### src/rtl/close_payload_utf8_checker_core_assert.svh
// Assertion macros for the close payload checker.
// Used by the top level only; needs clk and rst in the including scope.
`ifndef CLOSE_PAYLOAD_UTF8_CHECKER_CORE_ASSERT_SVH
`define CLOSE_PAYLOAD_UTF8_CHECKER_CORE_ASSERT_SVH

// The consequent must hold in the same cycle as the antecedent.
`define CPUC_ASSERT_IMPL(label, ante, cons) \
  label: assert property (@(posedge clk) disable iff (rst) (ante) |-> (cons)) \
    else $error("close payload check failed");

// The consequent must hold in the cycle after the antecedent.
`define CPUC_ASSERT_NEXT(label, ante, cons) \
  label: assert property (@(posedge clk) disable iff (rst) (ante) |=> (cons)) \
    else $error("close payload check failed");

`endif

### src/rtl/cpuc_pkg.sv
// Shared types, codes and the UTF-8 step function of the close payload checker.
// No dependencies.
package cpuc_pkg;

  localparam int COUNT_W = 17;
  localparam logic [COUNT_W-1:0] COUNT_MAX = 17'h1FFFF;
  localparam logic [COUNT_W-1:0] HEADER_BYTES = 17'd4;

  localparam logic [2:0] ST_OK        = 3'd0;
  localparam logic [2:0] ST_TRUNCATED = 3'd1;
  localparam logic [2:0] ST_VERSION   = 3'd2;
  localparam logic [2:0] ST_REASON    = 3'd3;
  localparam logic [2:0] ST_TOO_LARGE = 3'd4;
  localparam logic [2:0] ST_LENGTH    = 3'd5;
  localparam logic [2:0] ST_UTF8      = 3'd6;

  localparam logic REG_VERSION  = 1'b0;
  localparam logic REG_MAX_TEXT = 1'b1;

  localparam logic [7:0] REASON_MAX = 8'd6;

  typedef struct packed {
    logic [7:0]  expected_version;
    logic [15:0] max_text_bytes;
  } cfg_t;

  typedef struct packed {
    logic        text_valid;
    logic [7:0]  text_byte;
    logic        done_res;
    logic [2:0]  status;
    logic [7:0]  close_reason;
    logic [15:0] text_length;
  } out_word_t;

  typedef struct packed {
    logic [1:0] pend;
    logic       bad;
  } utf8_t;

  // One byte of the lax UTF-8 decoder: returns the new pending count and
  // whether this byte broke the sequence.
  function automatic utf8_t utf8_step(input logic [7:0] b, input logic [1:0] pend);
    utf8_t r;
    r.pend = 2'd0;
    r.bad  = 1'b0;
    if (pend != 2'd0) begin
      if ((b & 8'hC0) != 8'h80) begin
        r.bad = 1'b1;
      end else begin
        r.pend = pend - 2'd1;
      end
    end else if (b <= 8'h7F) begin
      r.pend = 2'd0;
    end else if ((b & 8'hE0) == 8'hC0 && b >= 8'hC2) begin
      r.pend = 2'd1;
    end else if ((b & 8'hF0) == 8'hE0) begin
      r.pend = 2'd2;
    end else if ((b & 8'hF8) == 8'hF0 && b <= 8'hF4) begin
      r.pend = 2'd3;
    end else begin
      r.bad = 1'b1;
    end
    return r;
  endfunction

endpackage

### src/rtl/cpuc_in_stage.sv
// Input register of the close payload checker.
// Holds one accepted word until the evaluation stage takes it; no package use.
module cpuc_in_stage (
  input  logic       clk,
  input  logic       rst,
  input  logic       in_valid,
  output logic       in_stall,
  input  logic [7:0] data_byte,
  input  logic       is_last,
  input  logic       take,
  output logic       full,
  output logic [7:0] held_byte,
  output logic       held_last
);

  logic accept;

  assign in_stall = full && !take;
  assign accept   = in_valid && !in_stall;

  always_ff @(posedge clk) begin
    if (rst) begin
      full <= 1'b0;
    end else if (accept) begin
      full <= 1'b1;
    end else if (take) begin
      full <= 1'b0;
    end
  end

  always_ff @(posedge clk) begin
    if (accept) begin
      held_byte <= data_byte;
      held_last <= is_last;
    end
  end

endmodule

### src/rtl/cpuc_eval.sv
// Payload state, status evaluation and result register of the checker.
// Depends on cpuc_pkg for codes, types and the UTF-8 step.
module cpuc_eval (
  input  logic                clk,
  input  logic                rst,
  input  logic                in_full,
  input  logic [7:0]          in_byte,
  input  logic                in_last,
  input  cpuc_pkg::cfg_t      cfg,
  input  logic                out_stall,
  output logic                take,
  output logic                out_full,
  output cpuc_pkg::out_word_t res
);

  logic [cpuc_pkg::COUNT_W-1:0] byte_count, byte_count_next;
  logic        version_bad, version_bad_next;
  logic [7:0]  reason_value, reason_value_next;
  logic [15:0] length_value, length_value_next;
  logic [1:0]  pending_continuations, pending_next;
  logic        utf8_bad, utf8_bad_next;
  cpuc_pkg::utf8_t     u8;
  cpuc_pkg::out_word_t res_next;
  logic        is_text;

  assign take    = in_full && (!out_full || !out_stall);
  assign is_text = byte_count >= cpuc_pkg::HEADER_BYTES;
  assign u8      = cpuc_pkg::utf8_step(in_byte, pending_continuations);

  always_comb begin
    version_bad_next  = version_bad;
    reason_value_next = reason_value;
    length_value_next = length_value;
    pending_next      = pending_continuations;
    utf8_bad_next     = utf8_bad;
    case (byte_count)
      17'd0:   version_bad_next = in_byte != cfg.expected_version;
      17'd1:   reason_value_next = in_byte;
      17'd2:   length_value_next = {in_byte, 8'h00};
      17'd3:   length_value_next = {length_value[15:8], in_byte};
      default: begin
        pending_next  = u8.pend;
        utf8_bad_next = utf8_bad || u8.bad;
      end
    endcase
    byte_count_next = (byte_count < cpuc_pkg::COUNT_MAX) ? byte_count + 1'b1 : byte_count;
  end

  always_comb begin
    res_next.text_valid   = is_text;
    res_next.text_byte    = is_text ? in_byte : 8'h00;
    res_next.done_res     = in_last;
    res_next.status       = cpuc_pkg::ST_OK;
    res_next.close_reason = 8'h00;
    res_next.text_length  = 16'h0000;
    if (in_last) begin
      // The count after this byte is the payload's total length.
      if (byte_count_next < cpuc_pkg::HEADER_BYTES) begin
        res_next.status = cpuc_pkg::ST_TRUNCATED;
      end else if (version_bad_next) begin
        res_next.status = cpuc_pkg::ST_VERSION;
      end else if (reason_value_next == 8'h00 || reason_value_next > cpuc_pkg::REASON_MAX) begin
        res_next.status = cpuc_pkg::ST_REASON;
      end else if (length_value_next > cfg.max_text_bytes) begin
        res_next.status = cpuc_pkg::ST_TOO_LARGE;
      end else if (byte_count_next != cpuc_pkg::HEADER_BYTES + {1'b0, length_value_next}) begin
        res_next.status = cpuc_pkg::ST_LENGTH;
      end else if (utf8_bad_next || pending_next != 2'd0) begin
        res_next.status = cpuc_pkg::ST_UTF8;
      end
      if (byte_count_next >= cpuc_pkg::HEADER_BYTES) begin
        res_next.text_length = length_value_next;
      end
      if (res_next.status == cpuc_pkg::ST_OK) begin
        res_next.close_reason = reason_value_next;
      end
    end
  end

  always_ff @(posedge clk) begin
    if (rst) begin
      byte_count            <= '0;
      version_bad           <= 1'b0;
      reason_value          <= 8'h00;
      length_value          <= 16'h0000;
      pending_continuations <= 2'd0;
      utf8_bad              <= 1'b0;
    end else if (take) begin
      if (in_last) begin
        byte_count            <= '0;
        version_bad           <= 1'b0;
        reason_value          <= 8'h00;
        length_value          <= 16'h0000;
        pending_continuations <= 2'd0;
        utf8_bad              <= 1'b0;
      end else begin
        byte_count            <= byte_count_next;
        version_bad           <= version_bad_next;
        reason_value          <= reason_value_next;
        length_value          <= length_value_next;
        pending_continuations <= pending_next;
        utf8_bad              <= utf8_bad_next;
      end
    end
  end

  always_ff @(posedge clk) begin
    if (rst) begin
      out_full <= 1'b0;
    end else if (take) begin
      out_full <= 1'b1;
    end else if (!out_stall) begin
      out_full <= 1'b0;
    end
  end

  always_ff @(posedge clk) begin
    if (take) begin
      res <= res_next;
    end
  end

endmodule

### src/rtl/close_payload_utf8_checker_core.sv
// Top level of the close payload checker: configuration registers, input
// register, evaluation stage and assertions. Depends on cpuc_pkg and the
// assertion header.

// Checks a session-closing payload streamed one byte per word: version, reason,
// big-endian text length, then UTF-8 diagnostic text that is echoed out. Every
// accepted byte gives one result word, and the final byte carries the status.
// The block takes one byte per cycle while the output is not stalled; a result
// passes through the input register, then the result register, and that rate
// is set by the single payload state update between those registers.
// Configuration is written through cfg_write, cfg_index and cfg_data; the user
// must write it only while the block is idle, which the block does not enforce.
`include "close_payload_utf8_checker_core_assert.svh"

module close_payload_utf8_checker_core (
  input  logic        clk,
  input  logic        rst,
  input  logic        cfg_write,
  input  logic        cfg_index,
  input  logic [15:0] cfg_data,
  input  logic        in_valid,
  output logic        in_stall,
  input  logic [7:0]  data_byte,
  input  logic        is_last,
  output logic        out_valid,
  input  logic        out_stall,
  output logic        text_valid,
  output logic [7:0]  text_byte,
  output logic        done_res,
  output logic [2:0]  status,
  output logic [7:0]  close_reason,
  output logic [15:0] text_length
);

  cpuc_pkg::cfg_t      cfg;
  cpuc_pkg::out_word_t res;
  logic                take;
  logic                held_full;
  logic [7:0]          held_byte;
  logic                held_last;

  always_ff @(posedge clk) begin
    if (rst) begin
      cfg.expected_version <= 8'd1;
      cfg.max_text_bytes   <= 16'd1024;
    end else if (cfg_write) begin
      case (cfg_index)
        cpuc_pkg::REG_VERSION:  cfg.expected_version <= cfg_data[7:0];
        cpuc_pkg::REG_MAX_TEXT: cfg.max_text_bytes   <= cfg_data;
        default: ;
      endcase
    end
  end

  cpuc_in_stage u_in (
    .clk       (clk),
    .rst       (rst),
    .in_valid  (in_valid),
    .in_stall  (in_stall),
    .data_byte (data_byte),
    .is_last   (is_last),
    .take      (take),
    .full      (held_full),
    .held_byte (held_byte),
    .held_last (held_last)
  );

  cpuc_eval u_eval (
    .clk       (clk),
    .rst       (rst),
    .in_full   (held_full),
    .in_byte   (held_byte),
    .in_last   (held_last),
    .cfg       (cfg),
    .out_stall (out_stall),
    .take      (take),
    .out_full  (out_valid),
    .res       (res)
  );

  assign text_valid   = res.text_valid;
  assign text_byte    = res.text_byte;
  assign done_res     = res.done_res;
  assign status       = res.status;
  assign close_reason = res.close_reason;
  assign text_length  = res.text_length;

  // The input side only backs up when a result is waiting and blocked.
  `CPUC_ASSERT_IMPL(a_stall_cause, in_stall, out_valid && out_stall)
  `CPUC_ASSERT_IMPL(a_status_on_done, out_valid && !done_res, status == cpuc_pkg::ST_OK)
  `CPUC_ASSERT_IMPL(a_reason_only_ok, out_valid && status != cpuc_pkg::ST_OK, close_reason == 8'h00)
  `CPUC_ASSERT_NEXT(a_take_fills_out, take, out_valid)

endmodule

### config.mk
export PLATFORM = sky130hd
export DESIGN_NAME = close_payload_utf8_checker_core
export DESIGN_NICKNAME = d
export VERILOG_FILES = /design/src/rtl/cpuc_pkg.sv /design/src/rtl/cpuc_in_stage.sv /design/src/rtl/cpuc_eval.sv /design/src/rtl/close_payload_utf8_checker_core.sv
export VERILOG_INCLUDE_DIRS = /design/src /design/src/rtl
export SDC_FILE = /design/constraint.sdc
export NUM_CORES = 1
export LEC_CHECK = 0
export ABC_AREA = 1
export BUFFER_PORTS_ARGS = -buffer_cell sky130_fd_sc_hd__clkbuf_2
export CAP_MARGIN = 0
export CORE_MARGIN = 2
export CORE_UTILIZATION = 23
export DETAILED_ROUTE_END_ITERATION = 10
export MAX_ROUTING_LAYER = met4
export SYNTH_ARGS = -nofsm -noshare
export SYNTH_HDL_FRONTEND = slang
export SYNTH_HIERARCHICAL = 1
export SYNTH_SLANG_ARGS = --single-unit
### constraint.sdc
create_clock -name clk -period 9.66 [get_ports clk]
set_input_delay 0.966 -clock clk [delete_from_list [all_inputs] [get_ports clk]]
set_output_delay 0.966 -clock clk [all_outputs]
set_load 0.005 [all_outputs]
==> results of run 1 <==
-- per-stage QoR --
stage | instance area [µm²] | hold WS [ns] | cells
2_1_floorplan | 7090 | 0.441 | 952
3_3_place_gp | 7800 | 0.449 | 1393
3_5_place_dp | 7800 | 0.451 | 1393
4_1_cts | 8410 | 0.460 | 1425
5_1_grt | 8410 | 0.469 | 1425
6_report | 8410 | 0.462 | 1425
-- kinds of logic (layout without fill, tap and decap cells) --
logic type	count (synthesis)	count (layout)	share of synthesized area (%)
simple gates	541	541	36.6
xor+xnor	26	26	3.22
buf+inv	130	207	8.01
other cells	1	5	0.0530
compound gates	111	111	8.60
fa+ha+maj	22	22	3.89
flops	117	117	39.6
-- worst paths after layout --
path	slack, ns	end
setup / recovery	5.93	u_eval/res[16]$_SDFFCE_PN0P_
setup reg to reg	5.93	u_eval/res[16]$_SDFFCE_PN0P_
hold / removal	0.46	u_eval/version_bad$_SDFFE_PP0P_
hold reg to reg	0.46	u_eval/version_bad$_SDFFE_PP0P_
-- cell usage after synthesis (4+ instances only) --
cell type	instances	area (µm²)
inv_1	87	327
nand3_1	49	245
ha_1	22	275
nor4_1	5	31.3
nor3_1	11	55.1
nand3_2	6	60.1
a21oi_1	66	330
dfxtp_1	71	1420
xor2_1	11	96.3
o21ai_1	17	85.1
nand4_1	14	87.6
o21ai_0	13	65.1
nor2_1	125	469
nor2_4	7	78.8
nand3b_1	4	30.0
inv_2	10	37.5
edfxtp_1	46	1380
nor2_2	13	81.3
xnor2_1	15	131
nand2_1	260	976
nand2_4	12	135
clkbuf_1	16	60.1
buf_2	6	30.0
nand2_2	22	138
-- layer usage --
| layer | GRT usage (%) | vias up |
|---|---|---|
| met5 | - | - |
| met2 | 22.0 | 143 |
| li1 | - | 3188 |
| met1 | 16.5 | 2907 |
| met4 | 4.64 | 0 |
| met3 | 2.72 | 32 |
-- sequential cells by signal (all words and copies together) (netlist names) --
register                      cells
u_eval/length_value              16
u_eval/res                       37
u_in/held_last                    1
u_in/full                         1
u_eval/out_full                   1
u_eval/reason_value               8
cfg                              24
u_in/held_byte                    8
u_eval/byte_count                17
u_eval/utf8_bad                   1
u_eval/pending_continuations      2
u_eval/version_bad                1
-- area by class of cell --
cell class	count	area (µm²)	share of cell area (%)
multi-input combinational	705	3720	44.3
tap	396	495	5.89
clock buffer	20	479	5.70
inverter	102	405	4.82
timing repair buffer	73	375	4.46
clock inverter	12	126	1.50
sequential	117	2800	33.3
-- worst register-to-register path: cells and delay by family, from the launching register on --
kind | cells | cell delay [ns]
flops | 1 | 0.48
compound gates | 4 | 0.84
simple gates | 13 | 1.30
fa+ha+maj | 2 | 0.53
buf+inv | 4 | 0.42
-- power by group through the flow --
stage | sequential, mW | clock [mW] | combinational [mW]
after floorplan | 0.553 | 0 | 0.0621
after global placement | 0.558 | 0 | 0.0970
after detailed placement | 0.558 | 0 | 0.0981
after CTS | 0.547 | 0.669 | 0.0986
after global routing | 0.549 | 0.691 | 0.111
final | 0.547 | 0.653 | 0.0970
==> results.md, run 1 <==
* Gpl congestion at 0.899
* First-pass GRT wire length at 31900 µm
* Synthesized flop and latch total at 117
* Pwr/cell area at 154 nW/µm²
* Maxcap violations at 0
* Synth warnings at 6
* Status: complete, no violations
* Root Buffer Master: clkbuf_16
* Critical path buffer and inverter count at 4
* Critical path depth at 23
* Routed wl met2 at 9620 µm
* Antenna violations before repair at 0
* Final Util at 27.6%
* Vias in the first global route at 6056
* Period utilization at 38.6%
* Die area at around 32000 µm²
* 1st-pass router iterations at 5
* Area Overhead vs Synth at 18.8%
* # IOs at 70
* Worst path slowest cell: dfxtp_1
* Detailed placer's ending HPWL at 15100 µm
* Sw Share at about a quarter
* Min-Delay Path Class: reg2reg
* Seq/Total Area, Yosys at 39.6%
* Commonest non-fill, non-tap cell in the layout: nand2_1
* Nets at between 1000 and 1500
* Layout cell share with drive strength beyond 1 at about a fifth
* Leak at 3.51 nW
* Setup Viol. Count Final at 0
* Fin Clk Skew at around 0.012 ns
* Synthesized area at 7070 µm²
* FMAX at between 0.2 and 0.3 GHz
* CTS tree: done
* CTS-repair resized insts at 0
* WP data required at a little under 10 ns
* Post-CTS repair timing setup buffer count at 0
* Critical Path Start: u_eval/byte_count[0]$_SDFFE_PP0P_
* Synth Instances at 948
* Unrepaired setup endpoints after global routing: no
* Synth unique cells at 49
* Final critical-path required period at about 3.7 ns
* Starting density of the core at 23.2%
* Final ANT Viol Nets at 0
* Global Route Usage Sum at between 10% and 20%
* DIE WIDTH at ~180 µm
* R2R depth at 23
* Final Slew Violations at 0
* Top FF cell, synth: dfxtp_1
* Critical path class: reg2reg
* Psw at 0.337 mW
* Most frequent cells in the layout: nand2_1, nor2_1, inv_1
* Cell family with most CP delay: simple AND/OR/NAND/NOR gates
* Min-Delay Path Depth at 2
* Post-synth EDFFs at 46
* Inserted Diodes at 0
* Endpoint class of the critical path: flop
* Reg-to-reg startpoint: u_eval/byte_count[0]$_SDFFE_PP0P_
* Largest net degree at the start of global routing at 49
* Crit path DAT at 4.01 ns
* Fraction of registers with async set/reset at 0%
* Final hold vios at 0
* Rows at 64
* Tot Pwr at about 1.3 mW
* Crit path max fanout at 11
* Final wirelength at 20300 µm
* Clock share of power at 50.3%
* Fin Setup TNS at 0 ns
* Flop pwr share at 42.2%
* DR WL/cell at 14.2 µm
* CTS Sinks at 117
* Max Buffers Root-to-Sink at 2
* Worst vdd ir at between 0.09 and 0.1 mV
* Routed vias at 6270
* Core Area at about 30000 µm²
* Detailed-route DRC error count at 0
* Clk Latency, worst-skew pair at 0.43 ns
* Slew at the pin closest to its max-slew limit at 0.844 ns
* Combinational share of power at between 7 and 8%
* Post-route setup slack at 5.93 ns
* Cts hold-fix bufs at 0
* Internal power at 0.959 mW
* Wire length on met3 at 897 µm
* Die height at 179 µm
* Number of port buffers at between 60 and 70
* Crit-path cells: inv_1 -> ha_1 -> inv_1 -> nor2_1 -> nand2_1 -> nor2_2 -> nand2_4 -> clkinv_2 -> nand2_1 -> nand2_2 -> ha_1 -> a21oi_1 -> nor2_1 -> a211oi_1 -> nor2_1 -> a211o_1 -> a21oi_1 -> nand3_1 -> nand2_1 -> inv_1 -> nor2_1 -> nand2_2 -> nor2_1
* Layout fillers at around 3300
* Routed metal-1 wirelength at just over 9000 µm
* Worst setup SP type: flop
* Max layer used: met4
* Worst-path clk slew at approximately 0.06 ns
* H-Tree Depth at 4
* CP max stage delay at 0.48 ns
* Vias per cell at 4.40
* CTS buffer count at 17
* Syn_area_per_cell at 7.46 µm²
* GRT Residual Overflow at 0
* Slew headroom at 43.8%
* Hold path start: u_eval/version_bad$_SDFFE_PP0P_
* Most frequent CP cell: nor2_1
* Initial DRC count at ~380
* Dpl ws at 6.00 ns
(Power assumes the default switching activity.)
==> run 2: changes to the inputs <==
Clock period 9.66 ns to 3.6 ns, I/O delays scaled along.
==> results.md, run 2 (synthesis gave the netlist of run 1 again) <==
* Inserted Diodes at 0
* Final wirelength at 20300 µm
* Clk Latency, worst-skew pair at 0.42 ns
* RR Endpoint: u_eval/res[16]$_SDFFCE_PN0P_
* Detailed placer's ending HPWL at about 15000 µm
* Fin Setup TNS at 0 ns
* Reg area at 2810 µm²
* 1st-pass router iterations at 6
* Slew headroom at around 50%
* Hold path start: data_byte[0]
* Post-route setup slack at 0.245 ns
* Global Route Usage Sum at 13.5%
* Detailed-route DRC error count at 0
* Number of port buffers at 69
* Layout fillers at between 3000 and 4000
* Setup Viol. Count Final at 0
* H-Tree Depth at 4
* Fin Clk Skew at between 0.01 and 0.015 ns
* Starting density of the core at 23.2%
* Root Buffer Master: clkbuf_16
* Endpoint class of the critical path: flop
* Reg-to-reg startpoint: u_eval/byte_count[0]$_SDFFE_PP0P_
* Leak at between 3 and 4 nW
* Vias per cell at 4.40
* Dpl ws at 0.0406 ns
* WP data required at 3.76 ns
* DIE WIDTH at between 150 and 200 µm
* Most frequent cells in the layout: nand2_1, nor2_1, inv_1
* Status: complete, no violations
* FMAX at 0.298 GHz
* Maxcap violations at 0
* Worst setup path endpoint: u_eval/res[16]$_SDFFCE_PN0P_
* Nets at 1082
* Die area at 32200 µm²
* Area of the multi-input gates at 3760 µm²
* Max reg flops at 37
* # IOs at 70
* Max Buffers Root-to-Sink at 2
* GRT Residual Overflow at 0
* Cts hold-fix bufs at 0
* Pwr/cell area at 404 nW/µm²
* Rows at 64
* Vias in the first global route at 6146
* Slew at the pin closest to its max-slew limit at 0.746 ns
* Routed vias at approximately 6300
* Final Slew Violations at 0
* Core Area at 30400 µm²
* Critical path class: reg2reg
* Reg with most FFs: u_eval/res
* Min-Delay Path Class: in2reg
* CTS buffer count at 17
* Antenna violations before repair at 0
* Final critical-path required period at 3.35 ns
* Worst-path clk slew at 0.06 ns
* Crit path DAT at approximately 3.5 ns
* R2R setup slack at 0.25 ns
* Die height at 179 µm
* First-pass GRT wire length at 32300 µm
* R2R depth at 21
* Area Overhead vs Synth at 20.6%
* Commonest non-fill, non-tap cell in the layout: nand2_1
* CTS tree: done
* Critical Path Start: u_eval/byte_count[0]$_SDFFE_PP0P_
* Gpl congestion at approximately 0.94
* Period utilization at just over 90%
* Initial DRC count at 373
* Worst vdd ir at 0.277 mV
* Layout cell share with drive strength beyond 1 at 20.8%
* Final ANT Viol Nets at 0
* Final hold vios at 0
* Largest regs: u_eval/res: 37 flops, cfg: 24 flops, u_eval/byte_count: 17 flops
* Crit path max fanout at 8
* Worst setup SP type: flop
* DR WL/cell at 14.1 µm
* Largest net degree at the start of global routing at 48
* CTS Sinks at between 100 and 150
==> run 2: cell types whose count changed in the layout (fill, tap and decap cells not counted), moves of 2 or more <==
cell       delta
buf_4        +13
clkbuf_16     -2
clkinv_1      +2
dfxtp_1       -2
ha_1          -2
nand2_1       -2
==> run 2: power by group <==
part / leakage, nW / switching (mW) / internal, mW
registers: 1.02 / 0.0389 / 1.43
logic: 2.25 / 0.173 / 0.0903
clock network: 0.287 / 0.680 / 1.03
total: 3.56 / 0.892 / 2.55
==> run 2: stage by stage <==
stage | hold slack (ns) | cell area (µm²) | cells | util, % | power [mW]
finish | 0.109 | 8530 | 1438 | 28.0 | 3.45
global route | 0.0941 | 8530 | 1438 | 28.0 | 3.58
CTS | 0.0889 | 8470 | 1435 | 27.8 | 3.50
detailed placement | 0.456 | 7880 | 1403 | 25.9 | 1.76
global placement | 0.450 | 7880 | 1403 | 25.9 | 1.76
floorplan | 0.429 | 7090 | 952 | - | 1.65
==> run 2: what timing repair did <==
action | 4_1_cts | 5_1_grt
setup endpoints to repair | 0 | 6
resized for setup | 0 | 12
buffers inserted | 0 | 3
==> run 2: worst min-delay path by stage <==
stage | endpoint | slack (ns) | depth (start not counted)
3_5_place_dp | u_eval/reason_value[5]$_SDFFE_PP0P_ | 0.46 | 2
6_report | u_in/held_byte[0]$_DFFE_PP_ | 0.11 | 1
3_3_place_gp | u_eval/version_bad$_SDFFE_PP0P_ | 0.45 | 2
4_1_cts | u_in/held_byte[0]$_DFFE_PP_ | 0.09 | 1
5_1_grt | u_in/held_last$_DFFE_PP_ | 0.09 | 1
2_1_floorplan | u_in/full$_SDFFE_PP0P_ | 0.43 | 1
==> run 2: routing by layer <==
layer,GRT usage [%],up-vias,routed length (µm),part of all wire (%)
met2,21.7,164,9630,47
met5,-,-,0,0
met4,5.41,0,598,2.9
met1,16.6,2907,9180,45
met3,2.78,37,908,4.5
li1,-,3226,-,-
==> run 2: final cells by class <==
cell class	instances	share of cell area, %
flip-flops and latches	117	32.9
clock inverters	15	1.94
inverters	102	4.75
multi-input cells	705	44.1
repair buffers	86	5.54
clock buffers	17	4.99
well taps	396	5.81
==> run 2: critical path, cell delays in order (launching register included) <==
cell	delay (ns)
dfxtp_4	0.38
inv_1	0.12
ha_1	0.16
inv_1	0.05
nor2_1	0.08
nand2_1	0.09
nor2_4	0.15
nand2_4	0.11
nand3_1	0.15
nand2_4	0.11
ha_1	0.30
a21oi_1	0.19
o21a_1	0.15
o221ai_1	0.13
a211o_1	0.32
nand2_1	0.09
nand2_1	0.05
nand3b_1	0.18
nand3_1	0.09
nor2_1	0.07
nand2_2	0.10
nor2_1	0.04
==> run 3: changes to the inputs <==
Settings changed: SLEW_MARGIN set to 20, SYNTH_HIERARCHICAL 1 to unset.
==> results.md, run 3 <==
* Status: complete, no violations
* Die area at just over 30000 µm²
* Detailed-route DRC error count at 0
* Crit-path cells: ha_1 -> inv_1 -> nor2_1 -> nand2_1 -> nor2_2 -> nand2_4 -> nand3_1 -> nand2_1 -> ha_1 -> inv_1 -> nor2_1 -> nor2_1 -> o21a_1 -> o221ai_1 -> nand3_1 -> a32o_1 -> nor2b_1 -> nand3_1 -> nand2_1 -> nand2_1 -> nor2_1 -> nand2_2 -> nor2_1
* GRT Residual Overflow at 0
* Crit path DAT at 3.45 ns
* Leak at 3.28 nW
* Syn_area_per_cell at 7.63 µm²
* Worst setup SP type: flop
* Min-Delay Path Depth at 1
* 1st-pass router iterations at 5
* Synth unique cells at 48
* Root Buffer Master: clkbuf_16
* Fraction of registers with async set/reset at 0%
* Critical path class: reg2reg
* Maxcap violations at 0
* Leading area contributor after synthesis: dfxtp_1
* Reg-to-reg startpoint: u_eval.byte_count[1]$_SDFFE_PP0P_
* DR WL/cell at 13.8 µm
* Max Buffers Root-to-Sink at 2
* Most frequent CP cell: nor2_1
* WHS Endpoint: u_in.held_byte[1]$_DFFE_PP_
* Cell with the most instances after synthesis: nand2_1
* Final wirelength at 18600 µm
* Vias in the first global route at approximately 5600
* RR Endpoint: u_eval.res[16]$_SDFFCE_PN0P_
* Routed vias at 5836
* Rows at 62
* Detailed placer's ending HPWL at around 14000 µm
* Synth Instances at between 800 and 900
* Nets at 999
* Starting density of the core at a little under a quarter
* Sw Share at 25.0%
* Hold path start: data_byte[1]
* Synthesized area at about 6600 µm²
* # IOs at 70
* Fin Setup TNS at 0 ns
* Slew headroom at ~42%
* Top cell type's share of synthesized area at 21.5%
* Worst vdd ir at 0.260 mV
* WP data required at 3.78 ns
* Final critical-path required period at between 3 and 4 ns
* Top FF cell, synth: dfxtp_1
* Synthesized flop and latch total at 117
* Largest regs: u_eval.res: 37 flops, cfg: 24 flops, u_eval.byte_count: 17 flops
* Largest net degree at the start of global routing at between 40 and 50
* Placed inst area at between 7000 and 8000 µm²
* Number of port buffers at 69
* Final Slew Violations at 0
* Critical Path Start: u_eval.byte_count[1]$_SDFFE_PP0P_
* First-pass GRT wire length at between 20000 and 30000 µm
* Seq/Total Area, Yosys at a little over two fifths
* Synth warnings at 0
* Crit path max fanout at 9
* Layout cell share with drive strength beyond 1 at 19.2%
* Vias per cell at ~4.3
* R2R setup slack at roughly 0.34 ns
* Period utilization at 90.7%
* Final instance area at 8070 µm²
* Slew at the pin closest to its max-slew limit at 0.864 ns
* Die height at 174 µm
* Most area-consuming cells after synthesis: dfxtp_1, edfxtp_1, nand2_1
* Commonest cells post-synth: nand2_1, nor2_1, inv_1, a21oi_1, dfxtp_1
* Antenna violations before repair at 0
* Max reg flops at 37
* CTS Sinks at roughly 120
* Post-synth EDFFs at 46
* Most frequent cells in the layout: nand2_1, nor2_1, inv_1
* H-Tree Depth at 4
* Initial DRC count at 392
* Endpoint class of the critical path: flop
* Internal power at roughly 2.6 mW
* Global Route Usage Sum at between 10% and 20%
* DIE WIDTH at ~170 µm
* Psw at 0.864 mW
* Combinational share of power at 6.1%
* Gpl congestion at between 0.9 and 1
* Fin Clk Skew at 0.0112 ns
* Min-Delay Path Class: in2reg
* Clk Latency, worst-skew pair at 0.43 ns
* Area Overhead vs Synth at 21.7%
* Pwr/cell area at 428 nW/µm²
* Final hold vios at 0
* FMAX at 0.306 GHz
* Inserted Diodes at 0
* Final Util at 28.3%
* Worst-path clk slew at 0.06 ns
* Final ANT Viol Nets at 0
* R2R depth at 23
* Worst path slowest cell: dfxtp_1
* Flop pwr share at a little over two fifths
* CTS buffer count at 17
* Core Area at 28500 µm²
* Clock share of power at 51.8%
* CP max stage delay at approximately 0.40 ns
* CTS tree: done
* Setup Viol. Count Final at 0
* Reg with most FFs: u_eval.res
* Unrepaired setup endpoints after global routing: no
* Commonest non-fill, non-tap cell in the layout: nand2_1
==> run 3: changes by cell type after synthesis, moves of 10 or more <==
cell and change:
nand3_1 -10, a21oi_1 +10, nor2_1 -30, nand2_1 -28
o21ai_0 +23, o21ai_1 -12
==> run 3: area by class of cell <==
class,count,area [µm²]
repair buffers,76,398
well taps,384,480
inverters,96,374
multi-input cells,638,3380
fillers,3137,20500
clock buffers,20,500
clock inverters,12,125
flip-flops and latches,117,2800
==> run 3: logic make-up after synthesis <==
group	count (synthesis)	share of synthesized area, %
flops	117	42.3
other cells	1	0.0566
compound gates	134	11.0
buf+inv	118	7.06
xor+xnor	22	3.02
simple gates	455	32.4
fa+ha+maj	22	4.15
==> run 3: worst max path at each step <==
stage,endpoint,slack (ns),cells past startpoint
2_1_floorplan,u_eval.length_value[15]$_SDFFE_PP0P_,0.34,8
3_3_place_gp,u_eval.res[16]$_SDFFCE_PN0P_,0.34,23
3_5_place_dp,u_eval.res[18]$_SDFFCE_PN0P_,0.29,23
4_1_cts,u_eval.res[18]$_SDFFCE_PN0P_,0.28,24
5_1_grt,u_eval.res[16]$_SDFFCE_PN0P_,0.009,24
6_report,u_eval.res[16]$_SDFFCE_PN0P_,0.34,23
==> run 3: worst max-delay path: cells and delay by family, from the launching register on <==
family | cells | cell delay [ns]
AO/OA/AOI/OAI | 3 | 0.58
adder cells (fa/ha/maj) | 2 | 0.54
buffers and inverters | 2 | 0.11
flip-flops | 1 | 0.40
AND/OR/NAND/NOR | 16 | 1.39
==> run 3: per-layer routing <==
| metal | wire length, µm | up-vias | part of all wire, % | GRT usage, % |
|---|---|---|---|---|
| li1 | - | 2988 | - | - |
| met1 | 8540 | 2678 | 46 | 16.7 |
| met2 | 8610 | 150 | 46 | 20.3 |
| met3 | 1120 | 20 | 6.0 | 2.96 |
| met4 | 291 | 0 | 1.6 | 4.13 |
| met5 | 0 | - | 0 | - |
==> run 3: repair_timing <==
item,CTS,global route
hold buffers,0,0
buffers inserted,0,0
endpoints found under the setup margin,0,3
resized for setup,0,2
==> run 3: stage by stage <==
step	worst slack, ns	instances	power (mW)	hold WS [ns]
floorplan	0.342	873	1.60	0.435
global placement	0.340	1311	1.69	0.452
detailed placement	0.293	1311	1.69	0.458
CTS	0.282	1343	3.49	0.0886
global route	0.00922	1343	3.58	0.0893
finish	0.336	1343	3.45	0.108
==> run 3: power groups by stage <==
stage	Clock, mW	Sequential (mW)	Combinational [mW]
2_1_floorplan	0	1.47	0.131
3_3_place_gp	0	1.48	0.212
3_5_place_dp	0	1.48	0.213
4_1_cts	1.83	1.45	0.215
5_1_grt	1.88	1.45	0.241
6_report	1.79	1.45	0.212
